$ cat src/hdl/psfet_ram.sv
// ----------------------------------------------------------------------------
// psfet_ram: generic single-port RAM
// One write and one read per cycle at the same address, registered read data.
// ----------------------------------------------------------------------------
module psfet_ram #(
  parameter int unsigned Width = 32,
  parameter int unsigned Depth = 64
) (
  input  logic                     clk_i,
  input  logic                     we_i,
  input  logic [$clog2(Depth)-1:0] addr_i,
  input  logic [Width-1:0]         wdata_i,
  output logic [Width-1:0]         rdata_o
);

  logic [Width-1:0] mem_q [Depth];

  always_ff @(posedge clk_i) begin
    if (we_i) begin
      mem_q[addr_i] <= wdata_i;
    end
    rdata_o <= mem_q[addr_i];
  end

endmodule

$ cat config.mk
export PLATFORM = sky130hd
export DESIGN_NAME = psfet_ram
export DESIGN_NICKNAME = d
export VERILOG_FILES = /design/src/hdl/psfet_ram.sv
export SDC_FILE = /design/constraint.sdc
export NUM_CORES = 2
export LEC_CHECK = 0
export BUFFER_PORTS_ARGS = -buffer_cell sky130_fd_sc_hd__buf_2
export CAP_MARGIN = 20
export CORE_AREA = 10 10 384 386
export DETAILED_ROUTE_END_ITERATION = 7
export DIE_AREA = 0 0 394 396
export PLACE_DENSITY = 0.73
export SETUP_SLACK_MARGIN = 0.5
export SYNTH_ARGS = -nofsm -noshare
export SYNTH_HDL_FRONTEND = slang
export SYNTH_SLANG_ARGS = --single-unit
$ cat constraint.sdc
create_clock -name clk_i -period 10.7 [get_ports clk_i]
set_clock_uncertainty 0.05 [all_clocks]
set_input_delay 1.605 -clock clk_i [delete_from_list [all_inputs] [get_ports clk_i]]
set_output_delay 1.605 -clock clk_i [all_outputs]
set_load 0.02 [all_outputs]
==> flow_summary.toml <==
[status]
status = "finished clean"

[floorplan]
rows = 137
io_pins = 72
start_util_pct = 56.7
dieWidth_um = 394
core-area_um2 = 139000
die_h_um = 396
die-area_um2 = 156000

[logic_synthesis]
syn_inst = 4239
async_flop_share_pct = 0
yosysUniqueCellTypes = 56
synthFlopType = "edfxtp_1"
synth-compound-area-share_pct = 8.66
synth-edff-count = 2048
synth_nets = 4279
yosys.area.top_type = "edfxtp_1"
seq_area_frac_synth_pct = 78.7
synthTopCellsByArea = "edfxtp_1, mux2i_1, mux4_2"
synth-simple-area-share_pct = 2.81
synth_mux_area_share_pct = 8.12
synthXorXnorAreaFrac_pct = 0
synthAdderAreaFrac_pct = 0
yosys.cell_count.top_type = "edfxtp_1"
synthTopCellsByCount = "edfxtp_1, mux2i_1, a22oi_1, a221oi_1, clkbuf_1"
yosys_warnings = 0
ys_ff_latch = 2080
synth_area_um2 = 78900
synth_top_family_by_area = "compound AO/OA/AOI/OAI gates"
synth_top_cell_area_share_pct = 77.9
syn_avg_cell_area_um2 = 18.6

[sta]
fin_tns_setup_ns = 0
slew_violations = 0
finalSetupViolCount = 0
clock.fmax_mhz = 196
min_period_ns = 5.10
rsz0062_at_grt = "no"
tightestPinTransition_ns = 1.23
post-route-period-util_pct = 47.7
hold_viol = 0
relSlewSlack_pct = 17.4

[routing]
wl_met1_um = 77400
wl_met2_um = 100000
remaining_drc_errors = 0
drt-pass1-iter-count = 6
viasPerCell = 6.85
dr.first_iter.drc_count = 6849
vias = 43966
drtAntennaViolNets = 0
wl_met3_um = 26300
wl_per_cell_um = 33.6
drt-total-wl_um = 215000
route.top_layer_used = "met5"

[worst_setup_path]
end_kind = "register"
crit_arrival_ns = 5.79
cp_max_fo = 111
r2r_end = "rdata_o[25]"
critical_path_class = "input port to register"
r2r_slack_ns = 7.87
critPathLaunchType = "input port"
reg2reg_from = "mem_q[16][25]"
startpoint = "addr_i[1]"
worst_ep_required_time_ns = 11.39
ff2ff_path_depth = 5

[clock_tree]
cts_setup_buffers = 0
cts_buffers = 197
cts.path.max_buffers = 3
clkTransAtPathRegs_ns = 0.06
tritoncts = "yes"
cts_hold_buf = 0
clk_latency_ns = 0.81
root_buffer = "clkbuf_16"
htreeDepth = 4
ctsResizeCount = 0
cts_sinks = 2080

[layout]
design_area_um2 = 88600
synthToLayoutAreaGrowth_pct = 12.2
nets = 4405
drive_above_1_share_pct = 18.3
finalNonFillerCells = 6415
nFillCells = 9376

[pwr]
p_leak_uw = 0.0285
ir_drop_v = 0.000182
power_density_nw_per_um2 = 189

[min_path]
holdPathStages = 3
min_path_type = "register to register"
holdPathEnd = "rdata_o[19]"
min_from = "mem_q[32][19]"

[placed_design]
place.gp.congestion = 0.868
dp_hpwl_um = 119000
placed_area_um2 = 82100
dp.cells = 6031
io_buffers = 71

[flow_run]
drv_cap = 0

[grt]
antenna_found_initial = 15
track_usage_pct = 27.1
grt_pass1_wl_um = 309000
grt_overflow = 0
grt_max_degree = 123
grt_pass1_vias = 42895
cell type report:
| class | count | area [um2] | share of cell area, % |
|---|---|---|---|
| flip-flops and latches | 2080 | 62100 | 70.1 |
| multi-input cells | 1859 | 16100 | 18.1 |
| clock buffers | 283 | 5570 | 6.29 |
| well taps | 1876 | 2350 | 2.65 |
| repair buffers | 225 | 1720 | 1.94 |
| clock inverters | 82 | 714 | 0.806 |
| diodes | 8 | 20.0 | 0.0226 |
| inverters | 2 | 15.0 | 0.0169 |
sequential cells by signal (all words and copies together), names as in the netlist:
name,flops
mem_q,2048
rdata_o,32
critical path, stage by stage:
cell	delay, ns
buf_8	0.49
buf_12	0.59
nor2b_4	0.64
buf_4	0.42
a22o_1	0.18
a221oi_1	0.04
a211oi_1	0.99
a2111oi_0	0.35
nand3_1	0.20
layout by cell type (no fill, tap or decap), drive strengths merged, types with 18 or more instances in the layout:
cell    instances
and3           85
a221oi        175
nand3          54
nand2          28
edfxtp       2048
clkbuf        283
o21ai          85
a31oi          43
nor3           22
o22a           70
nand2b         18
dfxtp          32
mux2i         259
mux2          147
a22oi         188
a21oi         121
a22o           66
nor2          145
clkinv         64
buf           225
mux4           96
o22ai          93
metal layers:
metal	GRT usage [%]	vias up
li1	-	17896
met1	36.3	22442
met2	42.1	3104
met3	6.41	508
met4	13.1	16
met5	0	-
worst max path at each step:
stage	end
finish	rdata_o[28]
global route	rdata_o[8]
detailed placement	rdata_o[28]
CTS	rdata_o[28]
global placement	rdata_o[28]
floorplan	mem_q[15][0]
where the power goes:
part | switching [uW] | internal [uW] | leakage (uW) | total, uW
combinational | 614 | 260 | 0.00671 | 874
sequential | 52.5 | 9020 | 0.0187 | 9070
clock | 2880 | 3920 | 0.00309 | 6800
metrics by stage:
stage / hold slack, ns / utilization (%) / total power, uW / setup slack (ns)
finish: 0.598 / 63.7 / 16700 / 5.60
global route: 0.654 / 63.6 / 17100 / 5.67
CTS: 0.611 / 63.5 / 16800 / 5.75
detailed placement: 0.593 / 59.0 / 10100 / 4.94
global placement: 0.587 / 59.0 / 10100 / 4.93
floorplan: 0.514 / - / 9670 / 5.81
logic make-up (layout without fill, tap and decap cells):
kind of cell,after synthesis,count (layout)
compound gates,933,933
mux,502,502
flops,2080,2080
other cells,0,8
buf+inv,300,592
simple gates,424,424
Power figures use the tool's default switching activity.
