[config.mk]
export PLATFORM = sky130hd
export DESIGN_NAME = psfet_log2
export DESIGN_NICKNAME = d
export VERILOG_FILES = /design/src/hdl/psfet_log2.sv
export SDC_FILE = /design/constraint.sdc
export NUM_CORES = 2
export LEC_CHECK = 0
export ABC_CLOCK_PERIOD_IN_PS = 21100
export BUFFER_PORTS_ARGS = -buffer_cell sky130_fd_sc_hd__buf_2
export CAP_MARGIN = 20
export CELL_PAD_IN_SITES_DETAIL_PLACEMENT = 1
export CELL_PAD_IN_SITES_GLOBAL_PLACEMENT = 1
export CORE_UTILIZATION = 57
export DETAILED_ROUTE_END_ITERATION = 10
export PLACE_DENSITY_LB_ADDON = 0.2
export SLEW_MARGIN = 20
export SYNTH_ARGS = -nofsm -noshare
export SYNTH_HDL_FRONTEND = slang
export SYNTH_SLANG_ARGS = --single-unit
[constraint.sdc]
create_clock -name clk_i -period 21.1 [get_ports clk_i]
set_clock_uncertainty 0.1 [all_clocks]
set_input_delay 1.055 -clock clk_i [delete_from_list [all_inputs] [get_ports clk_i]]
set_output_delay 1.055 -clock clk_i [all_outputs]
set_load 0.1 [all_outputs]
[src/hdl/psfet_log2.sv]
// ----------------------------------------------------------------------------
// psfet_log2: iterative log2 in Q32
// Normalize, then square the Q30 mantissa once per cycle for 32 fraction bits.
// ----------------------------------------------------------------------------
module psfet_log2 (
  input  logic        clk_i,
  input  logic        rst_ni,
  input  logic        start_i,
  input  logic [7:0]  x_i,
  output logic        done_o,
  output logic [34:0] log_o
);

  logic [31:0] m_q, m_d;
  logic [31:0] frac_q, frac_d;
  logic [2:0]  n_q, n_d;
  logic [5:0]  cnt_q, cnt_d;
  logic        busy_q, busy_d, done_q, done_d;
  logic [63:0] sq;
  logic [33:0] msh;
  logic [2:0]  lead;

  always_comb begin
    lead = 3'd0;
    for (int b = 1; b < 8; b++) begin
      if (x_i[b]) lead = 3'(b);
    end
  end

  assign sq  = 64'(m_q) * 64'(m_q);
  assign msh = sq[63:30];

  always_comb begin
    m_d    = m_q;
    frac_d = frac_q;
    n_d    = n_q;
    cnt_d  = cnt_q;
    busy_d = busy_q;
    done_d = 1'b0;
    if (start_i) begin
      n_d    = lead;
      m_d    = 32'({x_i, 30'd0} >> lead);
      frac_d = '0;
      cnt_d  = '0;
      busy_d = (x_i != 8'd0);
      done_d = (x_i == 8'd0);
    end else if (busy_q) begin
      if (msh >= 34'h080000000) begin
        m_d    = msh[32:1];
        frac_d = {frac_q[30:0], 1'b1};
      end else begin
        m_d    = msh[31:0];
        frac_d = {frac_q[30:0], 1'b0};
      end
      cnt_d = cnt_q + 6'd1;
      if (cnt_q == 6'd31) begin
        busy_d = 1'b0;
        done_d = 1'b1;
      end
    end
  end

  always_ff @(posedge clk_i or negedge rst_ni) begin
    if (!rst_ni) begin
      busy_q <= 1'b0;
      done_q <= 1'b0;
      cnt_q  <= '0;
      n_q    <= '0;
      frac_q <= '0;
    end else begin
      busy_q <= busy_d;
      done_q <= done_d;
      cnt_q  <= cnt_d;
      n_q    <= n_d;
      frac_q <= frac_d;
    end
  end

  always_ff @(posedge clk_i) begin
    m_q <= m_d;
  end

  assign done_o = done_q;
  assign log_o  = {n_q, frac_q};

endmodule

==> metrics.txt <==
main combinational cell family by area after synthesis adder cells; Slew @ Worst Pin between 1 and 1.5 ns; Final WS setup 11.25 ns; Top delay family on crit path adder cells; DRT met1 WL 37.9 mm; slowest CP cell nor3_1; Synth Register Bits 75; crit path buf inv count 4; Antenna Nets Post-Route 0; fin cells 4202; Post-synth top flop dfrtp_1; Tot GR Track Use 36.6%; Slew HR 19.6%; RSZ-0062 raised after global routing no; antenna violations before repair 3; Max-Cap Viols 0; cts-stage hold buffer count 0; most frequent cells in the layout 992 x inv_1, 793 x fa_1, 318 x nand2_1; routability cong. between 0.9 and 1; worst min path class reg2reg; post-synthesis mux area share roughly 1.8%; DRT iter0 DRCs roughly 1400; Synth Area in Adders 59.9%; Die X-Extent 241 um; Setup Buffers After CTS 0; startpoint types register; DP Worst Slack 11.51 ns; root buf cell clkbuf_16; Crit. End Element register; Syn Area/Cell roughly 9.4 sq um; Netlist cell types 62; crit-path max cell delay 0.83 ns; Resized Gates After CTS 0; CP max FO 26; clk buf depth 2; clk sinks 75; Starting Density 57.9%; largest net degree at the start of global routing 83; first-pass GRT wire length 160 mm; core area about 56000 sq um; sequential element share of the synthesized area 6.23%; Die ar. 58300 sq um; Overflow after GRT 0; Pre-antenna DRT Iters 7; syn nets between 4000 and 5000; Skew-Pair Late Insertion Delay 0.34 ns; routed vias 23900; Reg clk slew, reported paths around 0.07 ns; Worst path most repeated cell fa_1; via/cell ratio 5.69; FP Rows 87; Synth Area in XOR/XNOR 2.09%; DP HPWL 81.5 mm; Max Slew Vio Count 0; CP required 21.07 ns; share of cells above drive strength 1 3.95%; Worst Hold Margin 0.389 ns; sum of negative setup slack 0 ns; simple-gate area share of the yosys netlist 11.6%; most common cell after layout, fill and taps aside inv_1; post-synthesis compound-gate area fraction 5.33%; vias in the first global route about 29000; Netlist Area Pre-Place roughly 33000 sq um; WL final 101 mm; n_diodes 0; crit-path cells buf_4 -> clkinv_1 -> nor2_1 -> fa_1 -> fa_1 -> inv_1 -> fa_1 -> fa_1 -> inv_1 -> fa_1 -> fa_1 -> fa_1 -> fa_1 -> ha_1 -> a211oi_1 -> o21ai_0 -> nand4_1 -> a21oi_1 -> nor3_1 -> a21oi_1 -> xor2_1 -> a211o_1 -> nor3_1 -> o21bai_1; Synth warnings 0; fin crit period 9.85 ns; final hold violation count 0; Die Height 241 um; DRC violations left 0; Final setup violation count 0; critical path type reg2reg; TritonCTS clock tree done; Worst EP arrival 9.82 ns; cell count after synthesis 3489; # H-tree levels 3; area grow syn2layout 3.78%; Routed WL per cell around 24 um; CTS Buf Count 9; Port Buffers 46; Post-synth EDFFs 32; final net count 4540; met2 wire length 51.5 mm; cell total after placement 4186; # IOs 47; status finished clean; fin crit share between 40% and 50%; met3 wire length 5.77 mm; Max Clock Freq 102 MHz; ys async rst share 57.3%; highest routed layer met5
-- state kept, by name, summed over array words and instances, names as in the netlist --
signal,cells
frac_q,32
m_q,32
cnt_q,6
n_q,3
busy_q,1
done_o,1
-- cells in the mapped netlist (all sizes together) (22+ instances only) --
master | number | area share, %
inv | 993 | 11
fa | 793 | 49
nand2 | 318 | 3.7
ha | 295 | 11
and2 | 229 | 4.4
nor2 | 134 | 1.5
clkbuf | 128 | 1.5
a21oi | 86 | 1.3
dfrtp | 43 | 3.3
o21ai | 43 | 0.66
mux2i | 41 | 1.3
xor2 | 41 | 1.1
xnor2 | 37 | 0.99
a21o | 35 | 0.80
edfxtp | 32 | 2.9
nand3 | 24 | 0.37
nand4 | 22 | 0.42
-- stage by stage --
stage                     util, %  cell area [sq um]
final                        60.0              33900
after global routing         60.0              33900
after CTS                    60.0              33900
after detailed placement     59.5              33600
after global placement       59.5              33600
after floorplan                 -              32700
-- layout make-up --
| class | count | area, sq um |
|---|---|---|
| clock buffers | 9 | 225 |
| clock inverters | 7 | 97.6 |
| fillers | 6429 | 22600 |
| inverters | 994 | 3730 |
| multi-input cells | 2280 | 26400 |
| flip-flops and latches | 75 | 2040 |
| well taps | 756 | 946 |
| repair buffers | 81 | 493 |
-- cell families after synthesis --
kind of cell | count (synthesis)
buffers and inverters | 1134
adders and majority gates | 1088
and+or+nand+nor | 792
AOI/OAI and AO/OA | 266
xor gates and xnor gates | 78
DFF | 75
muxes | 56
-- final timing paths --
check                      startpoint         end  slack [ns]  cells after the start
setup / recovery              m_q[16]      m_q[4]       11.25                     24
hold / removal                 n_q[2]      n_q[2]        0.39                      1
hold reg to reg                n_q[2]      n_q[2]        0.39                      1
setup reg to reg              m_q[16]      m_q[4]       11.25                     24
min in group asynchronous      rst_ni  frac_q[17]        0.78                      1
max in group asynchronous      rst_ni      busy_q       19.45                      1
-- metal layers --
metal / track usage [%] / vias up
met3: 4.41 / 332
met1: 44.2 / 12600
li1: - / 10200
met5: 0 / -
met2: 65.0 / 794
met4: 17.8 / 2
Power is not shown: default switching activity piles up to over one toggle a cycle in this logic, so the estimate is an artifact.
