### src/hdl/psfet_pkg.sv
// ----------------------------------------------------------------------------
// psfet_pkg: shared types and constants of the flow entropy tracker
// Field widths, status codes and the divider request and response types used by the datapath.
// ----------------------------------------------------------------------------
package psfet_pkg;

  localparam int unsigned SourceSlotsDefault = 64;
  localparam int unsigned WindowLenDefault   = 100;
  localparam int unsigned FullScale          = 25600;

  localparam int unsigned InDataW  = 136;  // src, dst, packets, duration, slot, pad
  localparam int unsigned OutDataW = 264;

  typedef enum logic [1:0] {
    StatusOk    = 2'd0,
    StatusFull  = 2'd1,
    StatusEmpty = 2'd2
  } status_e;

  typedef struct packed {
    logic [15:0] windows_done;
    logic [15:0] entropy_slope;
    logic [14:0] mean_entropy;
    logic [31:0] dst_change_total;
    logic [47:0] duration_sum;
    logic [31:0] flow_sum;
    logic [47:0] packet_sum;
    logic [31:0] source_addr;
    logic [14:0] window_entropy;
    logic        window_done;
    logic [5:0]  slot_index;
    logic [1:0]  status;
  } result_t;

  // Divider handshake between the sequencer and the shared divider.
  typedef struct packed {
    logic        start;
    logic [63:0] num;
    logic [47:0] den;
  } div_req_t;

  typedef struct packed {
    logic        done;
    logic [63:0] quo;
  } div_rsp_t;

endpackage

### src/hdl/psfet_div.sv
// ----------------------------------------------------------------------------
// psfet_div: shared restoring divider
// One quotient bit per cycle, 64-bit numerator, 48-bit denominator.
// ----------------------------------------------------------------------------
module psfet_div (
  input  logic                clk_i,
  input  logic                rst_ni,
  input  psfet_pkg::div_req_t req_i,
  output psfet_pkg::div_rsp_t rsp_o
);

  logic [63:0] quo_q, quo_d;
  logic [48:0] rem_q, rem_d;
  logic [47:0] den_q, den_d;
  logic [6:0]  cnt_q, cnt_d;
  logic        busy_q, busy_d, done_q, done_d;
  logic [48:0] trial;

  always_comb begin
    quo_d  = quo_q;
    rem_d  = rem_q;
    den_d  = den_q;
    cnt_d  = cnt_q;
    busy_d = busy_q;
    done_d = 1'b0;
    trial  = {rem_q[47:0], quo_q[63]};
    if (req_i.start) begin
      quo_d  = req_i.num;
      rem_d  = '0;
      den_d  = req_i.den;
      cnt_d  = 7'd0;
      busy_d = 1'b1;
    end else if (busy_q) begin
      // shift one numerator bit in, subtract where it fits
      if (trial >= {1'b0, den_q}) begin
        rem_d = trial - {1'b0, den_q};
        quo_d = {quo_q[62:0], 1'b1};
      end else begin
        rem_d = trial;
        quo_d = {quo_q[62:0], 1'b0};
      end
      cnt_d = cnt_q + 7'd1;
      if (cnt_q == 7'd63) begin
        busy_d = 1'b0;
        done_d = 1'b1;
      end
    end
  end

  always_ff @(posedge clk_i or negedge rst_ni) begin
    if (!rst_ni) begin
      busy_q <= 1'b0;
      done_q <= 1'b0;
      cnt_q  <= '0;
    end else begin
      busy_q <= busy_d;
      done_q <= done_d;
      cnt_q  <= cnt_d;
    end
  end

  always_ff @(posedge clk_i) begin
    quo_q <= quo_d;
    rem_q <= rem_d;
    den_q <= den_d;
  end

  assign rsp_o.done = done_q;
  assign rsp_o.quo  = quo_q;

endmodule

### config.mk
export PLATFORM = sky130hd
export DESIGN_NAME = psfet_div
export DESIGN_NICKNAME = d
export VERILOG_FILES = /design/src/hdl/psfet_pkg.sv /design/src/hdl/psfet_div.sv
export SDC_FILE = /design/constraint.sdc
export NUM_CORES = 1
export LEC_CHECK = 0
export BUFFER_PORTS_ARGS = -buffer_cell sky130_fd_sc_hd__buf_4
export CORE_MARGIN = 8
export CORE_UTILIZATION = 61
export DETAILED_ROUTE_END_ITERATION = 8
export PLACE_DENSITY = 0.91
export SYNTH_ARGS = -nofsm -noshare
export SYNTH_HDL_FRONTEND = slang
export SYNTH_SLANG_ARGS = --single-unit
### constraint.sdc
create_clock -name clk_i -period 6.6 [get_ports clk_i]
set_input_delay 1.32 -clock clk_i [delete_from_list [all_inputs] [get_ports clk_i]]
set_output_delay 1.32 -clock clk_i [all_outputs]
set_load 0.02 [all_outputs]
==> qor.txt, run 1 <==
RUN STATUS
------------------------------------------------------------------------------------------
Run status .................................................................. complete, no violations

DRT
------------------------------------------------------------------------------------------
Routed Antenna Nets .........................................................            0
Number of iterations in the first detailed-routing pass .....................            6
Number of vias after detailed routing .......................................        7,701
DR vias/cell ................................................................         5.93
DRC Markers .................................................................            0
Total routed wirelength .....................................................    24,900 um
Count of routing violations after the opening detailed-route iteration ......          712
Routed length per instance ..................................................      19.2 um

SETUP PATH
------------------------------------------------------------------------------------------
Critical Path Max Stage Delay ...............................................      0.88 ns
Required time of the critical path ..........................................      6.93 ns
Worst setup path category ................................................... flop to flop
Cell breakdown of the critical path ......................................... inv_1 -> ha_1 -> a21oi_1 -> o22ai_1 -> a211o_1 -> o211ai_1 -> o211ai_1 -> o22ai_1 -> o21ba_4 -> mux2i_1 -> a211oi_1
Top cell family by delay on the critical path ............................... compound AO/OA/AOI/OAI gates
Worst path buffer plus inverter count .......................................            1
Crit path arrival time ......................................................      4.02 ns
Slowest stage cell, crit path ............................................... sky130_fd_sc_hd__o21ba_4
Largest fanout on the critical path .........................................           85
Startpoint type of the worst setup path .....................................         flop
Critical Path End Type ......................................................         flop

GLOBAL ROUTING
------------------------------------------------------------------------------------------
Initial antenna violation count .............................................            0
Number of global-route vias before repair ...................................        7,978
Met2 usage ..................................................................        42.5%
Pin count of the biggest net entering global routing ........................           86
Met1 layer usage reported by global route ...................................        29.1%
Total grt overflow ..........................................................            0
Layer carrying the most global-route usage ..................................         met2
Wire length of the first global-routing pass ................................    40,200 um
Global-route usage over all layers ..........................................        25.3%
Met3 layer usage reported by global route ...................................        9.39%

FLOORPLAN
------------------------------------------------------------------------------------------
Horizontal extent of the die ................................................       141 um
Core ar. .................................................................... 15,300 sq um
Total I/O pin count .........................................................          180
Total Die Area .............................................................. 19,900 sq um
Die extent in y .............................................................       141 um
Initial core utilization ....................................................        62.5%
Standard-cell row count .....................................................           45

TIMING
------------------------------------------------------------------------------------------
Total of endpoints with negative setup slack in the final report ............            0
Fin. max-slew vios ..........................................................            0
Final setup TNS .............................................................         0 ns
Number of hold-slack violations in the final timing report ..................            0
Max-slew headroom ...........................................................        29.6%
RSZ-0062 raised after global routing ........................................        false
Slew at the pin closest to its max-slew limit ...............................      1.06 ns
Shortest period the worst path allows .......................................      3.69 ns
Final period util ...........................................................        55.9%
Timing-limited maximum frequency ............................................    0.271 GHz
Worst slack on hold paths ...................................................     0.492 ns
Post-Route Skew .............................................................    0.0176 ns

LOGIC SYNTHESIS
------------------------------------------------------------------------------------------
Cell count after synthesis ..................................................          924
Syn avg cell area ...........................................................   10.3 sq um
Count of unique library cells instantiated by Yosys .........................           71
Predominant post-synthesis flop cell ........................................ sky130_fd_sc_hd__edfxtp_1
Yosys reg bits ..............................................................          169
Number of nets produced by synthesis ........................................        1,089
Share of the yosys chip area belonging to registers .........................        47.7%
Total number of yosys warnings ..............................................            0
Post-synth EDFFs ............................................................          112
Post-synth design cell area .................................................   9530 sq um
Async S/R FF share, synth ...................................................        5.33%

CLOCK NETWORK
------------------------------------------------------------------------------------------
Clock tree from TritonCTS ...................................................          yes
Number of levels the H-tree was split into ..................................            4
Clock buffers created by TritonCTS ..........................................           17
CTS Hold Buffers Added ......................................................            0
Root buffer cell ............................................................ sky130_fd_sc_hd__clkbuf_16
Setup fix buffers added after clock tree synthesis ..........................            0
Clk sinks ...................................................................          169
Clock edge transition at the registers on the reported setup and hold paths .      0.07 ns
Post-cts gate resize count ..................................................            0
CTS Buffer Depth ............................................................            2
Clk Latency, worst-skew pair ................................................      0.44 ns

CELLS AND AREA
------------------------------------------------------------------------------------------
Number of antenna repair diodes .............................................            0
Area growth from synthesis to layout ........................................        20.9%
Most used cells in the layout excluding fill and tap cells .................. sky130_fd_sc_hd__buf_4 (182), sky130_fd_sc_hd__edfxtp_1 (112), sky130_fd_sc_hd__nor2_1 (88)
Fraction of layout cells with a size suffix above 1 .........................        26.7%
Fill cell count .............................................................          945
Most common cell after layout, fill and taps aside .......................... sky130_fd_sc_hd__buf_4
Design area ................................................................. 11,500 sq um
Final #Nets .................................................................        1,240

PWR
------------------------------------------------------------------------------------------
Clock network fraction of design power ......................................        29.4%
Static leakage ..............................................................      5.10 nW
Net load switching power ....................................................      1.16 mW
Comb power frac .............................................................        31.2%
Switching part of the total .................................................        33.5%
Share of total power in sequential cells ....................................        39.4%
Total power divided by cell area ............................................  301 nW/um^2
Worst IR drop on VDD ........................................................     0.214 mV
Internal power ..............................................................      2.31 mW

PLACEMENT
------------------------------------------------------------------------------------------
Gpl congestion ..............................................................        0.887
Total of buffers placed on input and output ports ...........................          179
Post-DP Area ................................................................ 10,900 sq um
Half-perimeter wire length after placement ..................................    17,800 um

MIN PATH
------------------------------------------------------------------------------------------
Class of the worst hold path ................................................ flop to flop

FLOW RUN
------------------------------------------------------------------------------------------
Total of max-cap violations .................................................            0

cell type report:
type / instances / area (sq um) / area share [%]
Multi-Input combinational cell: 645 / 4520 / 39.2
Tap cell: 211 / 264 / 2.29
Clock buffer: 19 / 433 / 3.76
Sequential cell: 169 / 4550 / 39.5
Clock inverter: 13 / 158 / 1.37
Timing Repair Buffer: 183 / 1380 / 12.0
Inverter: 59 / 221 / 1.92
cell families (layout without fill, tap and decap cells):
kind of cell | Yosys count | count (layout) | synth area share, %
adder cells (fa/ha/maj) | 50 | 50 | 6.64
buffers and inverters | 110 | 274 | 4.86
AND/OR/NAND/NOR | 226 | 226 | 11.1
XOR/XNOR | 45 | 45 | 4.13
flip-flops | 169 | 169 | 47.7
multiplexers | 73 | 73 | 8.49
AO/OA/AOI/OAI | 251 | 251 | 17.1
sequential cells by signal, summed over array words and instances (netlist names):
register,flops
done_q,1
rem_q,48
cnt_q,7
quo_q,64
busy_q,1
den_q,48
metrics by stage:
| step | utilization (%) | setup WS (ns) | cells | power (mW) |
|---|---|---|---|---|
| floorplan | - | 3.00 | 924 | 2.16 |
| global placement | 71.7 | 3.09 | 1267 | 2.41 |
| detailed placement | 71.7 | 2.97 | 1267 | 2.44 |
| CTS | 75.5 | 2.95 | 1299 | 3.47 |
| global route | 75.5 | 2.64 | 1299 | 3.64 |
| finish | 75.5 | 2.91 | 1299 | 3.47 |
final timing paths:
| kind | to | start | depth (start not counted) | slack, ns |
|---|---|---|---|---|
| max | rem_q[26] | den_q[6] | 11 | 2.91 |
| max in group asynchronous | busy_q | rst_ni | 1 | 5.75 |
| min in group asynchronous | done_q | rst_ni | 1 | 0.69 |
| min | rem_q[35] | rem_q[35] | 1 | 0.49 |
| max reg2reg | rem_q[26] | den_q[6] | 11 | 2.91 |
| min reg2reg | rem_q[35] | rem_q[35] | 1 | 0.49 |
cells in the mapped netlist (3+ instances only):
cell type | count | area share (%)
sky130_fd_sc_hd__o22ai_1 | 4 | 0.26
sky130_fd_sc_hd__inv_1 | 59 | 2.3
sky130_fd_sc_hd__or2_2 | 3 | 0.20
sky130_fd_sc_hd__xor2_1 | 18 | 1.7
sky130_fd_sc_hd__and3_1 | 11 | 0.72
sky130_fd_sc_hd__mux2_2 | 63 | 7.4
sky130_fd_sc_hd__a21boi_0 | 3 | 0.24
sky130_fd_sc_hd__buf_4 | 5 | 0.39
sky130_fd_sc_hd__dfrtp_1 | 9 | 2.4
sky130_fd_sc_hd__mux2i_1 | 10 | 1.0
sky130_fd_sc_hd__nor2_1 | 88 | 3.5
sky130_fd_sc_hd__ha_1 | 49 | 6.4
sky130_fd_sc_hd__edfxtp_1 | 112 | 35
sky130_fd_sc_hd__o21bai_1 | 4 | 0.31
sky130_fd_sc_hd__xnor2_1 | 27 | 2.5
sky130_fd_sc_hd__a21oi_1 | 84 | 4.4
sky130_fd_sc_hd__nand2b_1 | 9 | 0.59
sky130_fd_sc_hd__a31oi_1 | 11 | 0.72
sky130_fd_sc_hd__a211oi_1 | 29 | 2.3
sky130_fd_sc_hd__buf_2 | 4 | 0.21
sky130_fd_sc_hd__o31ai_1 | 7 | 0.55
sky130_fd_sc_hd__and2_1 | 4 | 0.26
sky130_fd_sc_hd__o21a_1 | 5 | 0.39
sky130_fd_sc_hd__nor2b_1 | 8 | 0.52
sky130_fd_sc_hd__clkbuf_1 | 31 | 1.2
sky130_fd_sc_hd__o211ai_1 | 8 | 0.63
sky130_fd_sc_hd__o21ai_0 | 36 | 1.9
sky130_fd_sc_hd__a21o_1 | 25 | 2.0
sky130_fd_sc_hd__dfxtp_1 | 48 | 10
sky130_fd_sc_hd__or3_1 | 4 | 0.26
sky130_fd_sc_hd__nand4_1 | 14 | 0.92
sky130_fd_sc_hd__nand2_1 | 55 | 2.2
sky130_fd_sc_hd__nand3_1 | 10 | 0.52
sky130_fd_sc_hd__a31o_2 | 3 | 0.28
sky130_fd_sc_hd__nor3_1 | 8 | 0.42
sky130_fd_sc_hd__a32oi_1 | 5 | 0.46
sky130_fd_sc_hd__buf_1 | 8 | 0.31
power groups by stage:
stage          Clock (mW)  Sequential [mW]  Combinational, mW
3_3_place_gp            0             1.38               1.03
2_1_floorplan           0             1.41              0.746
5_1_grt              1.06             1.38               1.19
6_report             1.02             1.37               1.08
4_1_cts              1.03             1.36               1.07
3_5_place_dp            0             1.38               1.06
per-layer routing:
metal	routed length (um)	vias up
met5	0	-
met4	631	0
met3	2350	49
met2	12100	343
met1	9900	3611
li1	-	3698
No activity file was read; power rests on OpenSTA's default activity.
==> run 2: changes to the inputs <==
--- a/config.mk
+++ b/config.mk
@@ -7,9 +7,9 @@
 export LEC_CHECK = 0
 export BUFFER_PORTS_ARGS = -buffer_cell sky130_fd_sc_hd__buf_4
 export CORE_MARGIN = 8
-export CORE_UTILIZATION = 61
+export CORE_UTILIZATION = 51
 export DETAILED_ROUTE_END_ITERATION = 8
-export PLACE_DENSITY = 0.91
+export PLACE_DENSITY = 0.81
 export SYNTH_ARGS = -nofsm -noshare
 export SYNTH_HDL_FRONTEND = slang
 export SYNTH_SLANG_ARGS = --single-unit
==> constraint.sdc (replaced) <==
create_clock -name clk_i -period 3.1 [get_ports clk_i]
set_input_delay 0.62 -clock clk_i [delete_from_list [all_inputs] [get_ports clk_i]]
set_output_delay 0.62 -clock clk_i [all_outputs]
set_load 0.02 [all_outputs]
==> run 2 against run 1 <==
Worst setup slack worse by 2.8 ns. Wire length is 2.2% higher. Hold slack worse by 0.14 ns. Sequential power is 110% higher. Sequential share of layout area is 2.0 points lower. Clock-buffer cell count is 2 lower. Die area is 17% higher. Maximum frequency is 22% higher. Via count is 0.93% higher. Largest cell class is now multi-input combinational cells. Register-to-register slack worse by 2.8 ns. Critical path depth is 2 higher. Combinational power is 150% higher.
==> qor.txt, run 2 (synthesis results as in run 1) <==
RUN STATUS
------------------------------------------------------------------------------------------
Run status .................................................................. complete, no violations

TIMING
------------------------------------------------------------------------------------------
Fin. max-slew vios ..........................................................            0   unchanged
Number of hold-slack violations in the final timing report ..................            0   unchanged
Slew at the pin closest to its max-slew limit ...............................     0.692 ns   -0.363 ns
RSZ-0062 raised after global routing ........................................         true
Worst slack on hold paths ...................................................     0.357 ns   -0.135 ns
Total of endpoints with negative setup slack in the final report ............            0   unchanged
Max-slew headroom ...........................................................        53.4%   +24 points
Final period util ...........................................................        97.4%   +42 points
Timing-limited maximum frequency ............................................    0.331 GHz   +22%
Post-Route Skew .............................................................    0.0119 ns   -0.00564 ns
Shortest period the worst path allows .......................................      3.02 ns   -0.668 ns

CELLS AND AREA
------------------------------------------------------------------------------------------
Fraction of layout cells with a size suffix above 1 .........................        32.5%   +5.7 points
Most common cell after layout, fill and taps aside .......................... sky130_fd_sc_hd__buf_4
Largest registers ........................................................... quo_q: 64 flops, den_q: 48 flops, rem_q: 48 flops
Most used cells in the layout excluding fill and tap cells .................. sky130_fd_sc_hd__buf_4 (213), sky130_fd_sc_hd__edfxtp_1 (112), sky130_fd_sc_hd__nor2_1 (87)
Number of antenna repair diodes .............................................            0   unchanged
Largest register FFs ........................................................           64   unchanged
Area growth from synthesis to layout ........................................        27.4%
Design area ................................................................. 12,100 sq um   +5.4%
Register containing the most flip-flops in the final layout .................        quo_q
Final #Nets .................................................................        1,279   +3.1%

FLOW RUN
------------------------------------------------------------------------------------------
Total of max-cap violations .................................................            0   unchanged

SETUP PATH
------------------------------------------------------------------------------------------
Critical Path End Type ......................................................         flop
Reg-to-Reg Start ............................................................    quo_q[63]
Worst setup path category ................................................... flop to flop
Worst reg2reg path depth ....................................................           13   +2
Cell breakdown of the critical path ......................................... inv_1 -> ha_2 -> fa_2 -> nor2b_2 -> o31a_1 -> o41ai_2 -> o211ai_2 -> a41o_1 -> a31o_4 -> a31oi_4 -> buf_4 -> xnor2_1 -> o311ai_1
Setup slack of the most critical reg-to-reg path ............................      0.08 ns   -2.83 ns
Slowest stage cell, crit path ............................................... sky130_fd_sc_hd__edfxtp_1
Largest fanout on the critical path .........................................            6   -93%
Crit path arrival time ......................................................      3.35 ns   -0.67 ns
Critical register-to-register path endpoint .................................    rem_q[38]
Required time of the critical path ..........................................      3.44 ns   -3.49 ns
Startpoint type of the worst setup path .....................................         flop
Critical Path Max Stage Delay ...............................................      0.38 ns   -0.50 ns

FLOORPLAN
------------------------------------------------------------------------------------------
Core ar. .................................................................... 18,500 sq um   +21%
Die extent in y .............................................................       153 um   +8.3%
Horizontal extent of the die ................................................       153 um   +8.3%
Total Die Area .............................................................. 23,300 sq um   +17%
Total I/O pin count .........................................................          180   unchanged
Standard-cell row count .....................................................           50   +11%
Initial core utilization ....................................................        51.5%   -11 points

MIN PATH
------------------------------------------------------------------------------------------
Instance count along the most critical hold path ............................            1   unchanged
Min-delay src ...............................................................     req_i[8]
Worst min-delay path endpoint ...............................................     den_q[8]
Class of the worst hold path ................................................ input port to flop

DRT
------------------------------------------------------------------------------------------
Total routed wirelength .....................................................    25,500 um   +2.2%
Count of routing violations after the opening detailed-route iteration ......          529   -26%
Routed Antenna Nets .........................................................            0   unchanged
DR vias/cell ................................................................         5.71   -3.7%
DRC Markers .................................................................            0   unchanged
Routed length per instance ..................................................      18.7 um   -2.5%
Number of iterations in the first detailed-routing pass .....................            5   -1
Number of vias after detailed routing .......................................        7,773   +0.93%

PLACEMENT
------------------------------------------------------------------------------------------
Post-DP Area ................................................................ 11,200 sq um   +2.5%
Gpl congestion ..............................................................        0.916   +3.2%
Half-perimeter wire length after placement ..................................    18,400 um   +3.4%
Total of buffers placed on input and output ports ...........................          179   unchanged

CLOCK NETWORK
------------------------------------------------------------------------------------------
Clk sinks ...................................................................          169   unchanged
CTS Buffer Depth ............................................................            2   unchanged
Clock buffers created by TritonCTS ..........................................           17   unchanged
Clock edge transition at the registers on the reported setup and hold paths .      0.08 ns   about the same
Root buffer cell ............................................................ sky130_fd_sc_hd__clkbuf_16
Clock tree from TritonCTS ...................................................          yes
Number of levels the H-tree was split into ..................................            4   unchanged
Clk Latency, worst-skew pair ................................................      0.44 ns   about the same

PWR
------------------------------------------------------------------------------------------
Total power divided by cell area ............................................  632 nW/um^2   +110%
Worst IR drop on VDD ........................................................     0.383 mV   +79%
Static leakage ..............................................................      5.37 nW   +5.4%

GLOBAL ROUTING
------------------------------------------------------------------------------------------
Global-route usage over all layers ..........................................        20.8%   -4.5 points
Initial antenna violation count .............................................            0   unchanged
Pin count of the biggest net entering global routing ........................           65   -24%
Wire length of the first global-routing pass ................................    39,600 um   -1.6%
Number of global-route vias before repair ...................................        7,850   -1.6%
Total grt overflow ..........................................................            0   unchanged

-- run 2: changes by cell type in the layout (fill, tap and decap cells not counted), sizes merged --
cell / before / now
clkinvlp: 1 / 0
o21ba: 1 / 2
dlygate4sd3: 0 / 1
clkinv: 2 / 8
buf: 183 / 218
inv: 67 / 66
bufinv: 2 / 0
-- run 2: worst max-delay path by stage --
stage,endpoint,slack (ns),from,cells after the start
final,rem_q[38],0.08,quo_q[63],13
after global routing,rem_q[20],-0.04,quo_q[63],14
after CTS,rem_q[46],-0.005,quo_q[63],13
after detailed placement,rem_q[46],0.02,quo_q[63],13
after global placement,rem_q[36],0.07,quo_q[63],13
after floorplan,rem_q[36],0.1,quo_q[63],13
-- run 2: cell type report --
class | count | area [sq um]
Fill cell | 1422 | 6370
Multi-Input combinational cell | 646 | 4730
Sequential cell | 169 | 4550
Timing Repair Buffer | 221 | 1750
Clock buffer | 17 | 425
Tap cell | 234 | 293
Inverter | 59 | 221
Clock inverter | 15 | 178
-- run 2: per-layer routing --
metal	up-vias	wire length [um]	track usage (%)
li1	3763	-	-
met1	3704	10200	23.5
met2	273	12500	35.4
met3	33	2410	9.44
met4	0	374	5.14
met5	-	0	0
-- run 2: stage by stage --
| step | setup slack, ns | setup TNS, ns | cells | power [mW] | utilization (%) |
|---|---|---|---|---|---|
| floorplan | 0.0984 | 0 | 924 | 4.59 | - |
| global placement | 0.0658 | 0 | 1316 | 5.28 | 60.5 |
| detailed placement | 0.0188 | 0 | 1316 | 5.33 | 60.5 |
| CTS | -0.00526 | -0.00526 | 1349 | 7.50 | 63.9 |
| global route | -0.0426 | -0.126 | 1361 | 8.09 | 65.6 |
| finish | 0.0820 | 0 | 1361 | 7.68 | 65.6 |
-- run 2: worst max-delay path, delay by kind of cell, from the launching register on --
kind | cells | cell delay, ns
and+or+nand+nor | 1 | 0.05
AOI/OAI and AO/OA | 7 | 1.80
DFF | 1 | 0.38
buffers and inverters | 2 | 0.22
xor gates and xnor gates | 1 | 0.08
adders and majority gates | 2 | 0.38
-- run 2: timing repair --
action	4_1_cts	5_1_grt
pin swaps	0	6
gates resized for setup	2	38
gates cloned	0	3
endpoints found under the hold margin	9	0
setup buffers	0	9
hold buffers	1	0
setup endpoints to repair	3	41
-- run 2: power breakdown --
| part | leakage [nW] | switching (mW) | internal, mW |
|---|---|---|---|
| Sequential | 1.66 | 0.193 | 2.70 |
| Clock | 0.294 | 1.04 | 1.09 |
| Combinational | 3.42 | 1.43 | 1.23 |
==> run 3: changes to the inputs <==
--- a/config.mk
+++ b/config.mk
@@ -6,10 +6,11 @@
 export NUM_CORES = 1
 export LEC_CHECK = 0
 export BUFFER_PORTS_ARGS = -buffer_cell sky130_fd_sc_hd__buf_4
+export CORE_ASPECT_RATIO = 0.75
 export CORE_MARGIN = 8
 export CORE_UTILIZATION = 51
 export DETAILED_ROUTE_END_ITERATION = 8
-export PLACE_DENSITY = 0.81
+export PLACE_DENSITY = 0.77
 export SYNTH_ARGS = -nofsm -noshare
 export SYNTH_HDL_FRONTEND = slang
 export SYNTH_SLANG_ARGS = --single-unit
==> run 3 against run 2 <==
Die area is 0.20% higher. Total power is 3.2% higher. Hold slack worse by 0.0044 ns. Final cell count is 2.3% higher. Critical path depth stayed put. Wire length is 2.8% higher. Clock skew hardly changed. Via count is 3.0% higher. Utilization is 1.9 points higher. Non-clock buffer count is 19 higher.
==> qor.txt, run 3 (synthesis results as in run 1) <==
SETUP PATH
------------------------------------------------------------------------------------------
Slowest stage cell, crit path ............................................... sky130_fd_sc_hd__edfxtp_1
Required time of the critical path ..........................................      3.45 ns   about the same
Cell breakdown of the critical path ......................................... inv_1 -> ha_2 -> fa_2 -> nor2b_2 -> o31a_1 -> o41ai_2 -> o211ai_2 -> a41o_1 -> a31o_4 -> a311oi_4 -> nor2_1 -> xnor2_1 -> o31ai_1
Critical Path End Type ......................................................         flop
Crit path arrival time ......................................................      3.43 ns   +0.08 ns
Startpoint type of the worst setup path .....................................         flop
Critical Path Max Stage Delay ...............................................      0.39 ns   about the same
Largest fanout on the critical path .........................................            6   unchanged
Worst setup path category ................................................... flop to flop

FLOORPLAN
------------------------------------------------------------------------------------------
Standard-cell row count .....................................................           43   -14%
Core ar. .................................................................... 18,400 sq um   -0.64%
Initial core utilization ....................................................        51.8%   +0.33 points
Total I/O pin count .........................................................          180   unchanged
Total Die Area .............................................................. 23,400 sq um   +0.20%
Horizontal extent of the die ................................................       174 um   +14%
Die extent in y .............................................................       134 um   -12%

PWR
------------------------------------------------------------------------------------------
Worst IR drop on VDD ........................................................     0.359 mV   -6.2%
Total power divided by cell area ............................................  638 nW/um^2   +0.97%
Static leakage ..............................................................      5.45 nW   +1.4%

CELLS AND AREA
------------------------------------------------------------------------------------------
Final cell utilization of the core ..........................................        67.5%   +1.9 points
Fraction of layout cells with a size suffix above 1 .........................        34.2%   +1.8 points
Design area ................................................................. 12,400 sq um   +2.2%
Most used cells in the layout excluding fill and tap cells .................. sky130_fd_sc_hd__buf_4 (229), sky130_fd_sc_hd__edfxtp_1 (112), sky130_fd_sc_hd__nor2_1 (86)
Final #Nets .................................................................        1,297   +1.4%
Register containing the most flip-flops in the final layout .................        quo_q
Area growth from synthesis to layout ........................................        30.2%
Largest registers ........................................................... quo_q: 64 flops, den_q: 48 flops, rem_q: 48 flops
Number of antenna repair diodes .............................................            0   unchanged
Fill cell count .............................................................        1,440   +1.3%
Most common cell after layout, fill and taps aside .......................... sky130_fd_sc_hd__buf_4
Largest register FFs ........................................................           64   unchanged

TIMING
------------------------------------------------------------------------------------------
Post-Route Skew .............................................................    0.0123 ns   +0.000348 ns
Fin. max-slew vios ..........................................................            0   unchanged
Number of hold-slack violations in the final timing report ..................            0   unchanged
Max-slew headroom ...........................................................        52.3%   -1.0 points
Timing-limited maximum frequency ............................................    0.324 GHz   -2.2%
RSZ-0062 raised after global routing ........................................         true
Shortest period the worst path allows .......................................      3.08 ns   +0.0664 ns
Total of endpoints with negative setup slack in the final report ............            0   unchanged
Final period util ...........................................................        99.5%   +2.1 points
Slew at the pin closest to its max-slew limit ...............................     0.708 ns   +0.0156 ns

MIN PATH
------------------------------------------------------------------------------------------
Class of the worst hold path ................................................ input port to flop

DRT
------------------------------------------------------------------------------------------
Number of vias after detailed routing .......................................        8,007   +3.0%
Routed length per instance ..................................................      18.8 um   +0.48%
Routed Antenna Nets .........................................................            0   unchanged
Number of iterations in the first detailed-routing pass .....................            6   +1
DR vias/cell ................................................................         5.75   +0.72%
Total routed wirelength .....................................................    26,200 um   +2.8%
Count of routing violations after the opening detailed-route iteration ......          882   +67%
DRC Markers .................................................................            0   unchanged

PLACEMENT
------------------------------------------------------------------------------------------
Post-DP Area ................................................................ 11,300 sq um   +1.1%
Gpl congestion ..............................................................        0.985   +7.5%
Total of buffers placed on input and output ports ...........................          179   unchanged
Half-perimeter wire length after placement ..................................    18,100 um   -1.7%

FLOW RUN
------------------------------------------------------------------------------------------
Total of max-cap violations .................................................            0   unchanged

RUN STATUS
------------------------------------------------------------------------------------------
Run status .................................................................. complete, no violations

CLOCK NETWORK
------------------------------------------------------------------------------------------
Clk sinks ...................................................................          169   unchanged
CTS Buffer Depth ............................................................            2   unchanged
Root buffer cell ............................................................ sky130_fd_sc_hd__clkbuf_16
Clock tree from TritonCTS ...................................................          yes
Clock buffers created by TritonCTS ..........................................           17   unchanged
Clock edge transition at the registers on the reported setup and hold paths .      0.08 ns   about the same
Number of levels the H-tree was split into ..................................            4   unchanged
Clk Latency, worst-skew pair ................................................      0.44 ns   about the same

GLOBAL ROUTING
------------------------------------------------------------------------------------------
Total grt overflow ..........................................................            0   unchanged
Global-route usage over all layers ..........................................        20.6%   -0.20 points
Initial antenna violation count .............................................            0   unchanged
Wire length of the first global-routing pass ................................    39,400 um   -0.37%
Number of global-route vias before repair ...................................        7,426   -5.4%
Pin count of the biggest net entering global routing ........................           99   +52%

run 3: cell count changes in the layout (fill, tap and decap cells not counted), sizes merged:
cell	change
buf	+19
bufinv	+1
clkinv	-3
clkinvlp	+2
o21ba	-1
run 3: power by group:
group | total [mW] | switching, mW | internal [mW]
Sequential | 2.90 | 0.201 | 2.70
Combinational | 2.89 | 1.53 | 1.36
Clock | 2.14 | 0.997 | 1.14
Total | 7.93 | 2.72 | 5.20
run 3: path summary, 6_finish.rpt:
check	cells after the start	slack [ns]	to	startpoint
worst max-delay path	13	0.02	rem_q[36]	quo_q[63]
worst min-delay path	1	0.35	den_q[37]	req_i[37]
worst max register to register	13	0.02	rem_q[36]	quo_q[63]
worst min register to register	2	0.49	rem_q[8]	rem_q[8]
max in group asynchronous	2	2.40	busy_q	rst_ni
min in group asynchronous	2	0.55	cnt_q[3]	rst_ni
run 3: layout make-up:
cell class | instances | area (sq um) | share of cell area, %
clock buffers | 17 | 425 | 3.43
clock inverters | 15 | 160 | 1.29
inverters | 59 | 221 | 1.78
multi-input cells | 645 | 4820 | 38.8
flip-flops and latches | 169 | 4550 | 36.6
well taps | 247 | 309 | 2.49
repair buffers | 240 | 1930 | 15.5
run 3: per-layer routing:
layer / up-vias / GRT usage (%) / wire (um)
met5: - / 0 / 0
met4: 0 / 5.40 / 467
met3: 54 / 4.97 / 1960
met2: 344 / 31.4 / 12200
met1: 3804 / 29.0 / 11500
li1: 3805 / - / -
run 3: what timing repair did:
item / in CTS / in global routing
resized for setup: 1 / 57
setup endpoints to repair: 3 / 48
hold buffers: 1 / 0
pin swaps: 0 / 18
endpoints found under the hold margin: 9 / 0
gates cloned: 0 / 2
buffers inserted: 0 / 15
run 3: per-stage QoR:
stage	TNS (ns)	worst slack, ns	hold slack, ns	std cells	total power, mW
3_5_place_dp	-0.0108	-0.0108	0.451	1342	5.41
3_3_place_gp	-0.0353	-0.0353	0.449	1342	5.36
6_report	0	0.0156	0.353	1392	7.93
4_1_cts	-0.0192	-0.0139	0.342	1375	7.58
2_1_floorplan	0	0.0984	0.324	924	4.59
5_1_grt	-0.443	-0.106	0.331	1392	8.30
run 3: worst max-delay path: cells and delay by family (launching register included):
family          cells  cell delay, ns
flops               1            0.39
simple gates        2            0.17
fa+ha+maj           2            0.40
xor+xnor            1            0.16
compound gates      7            1.77
buf+inv             1            0.08
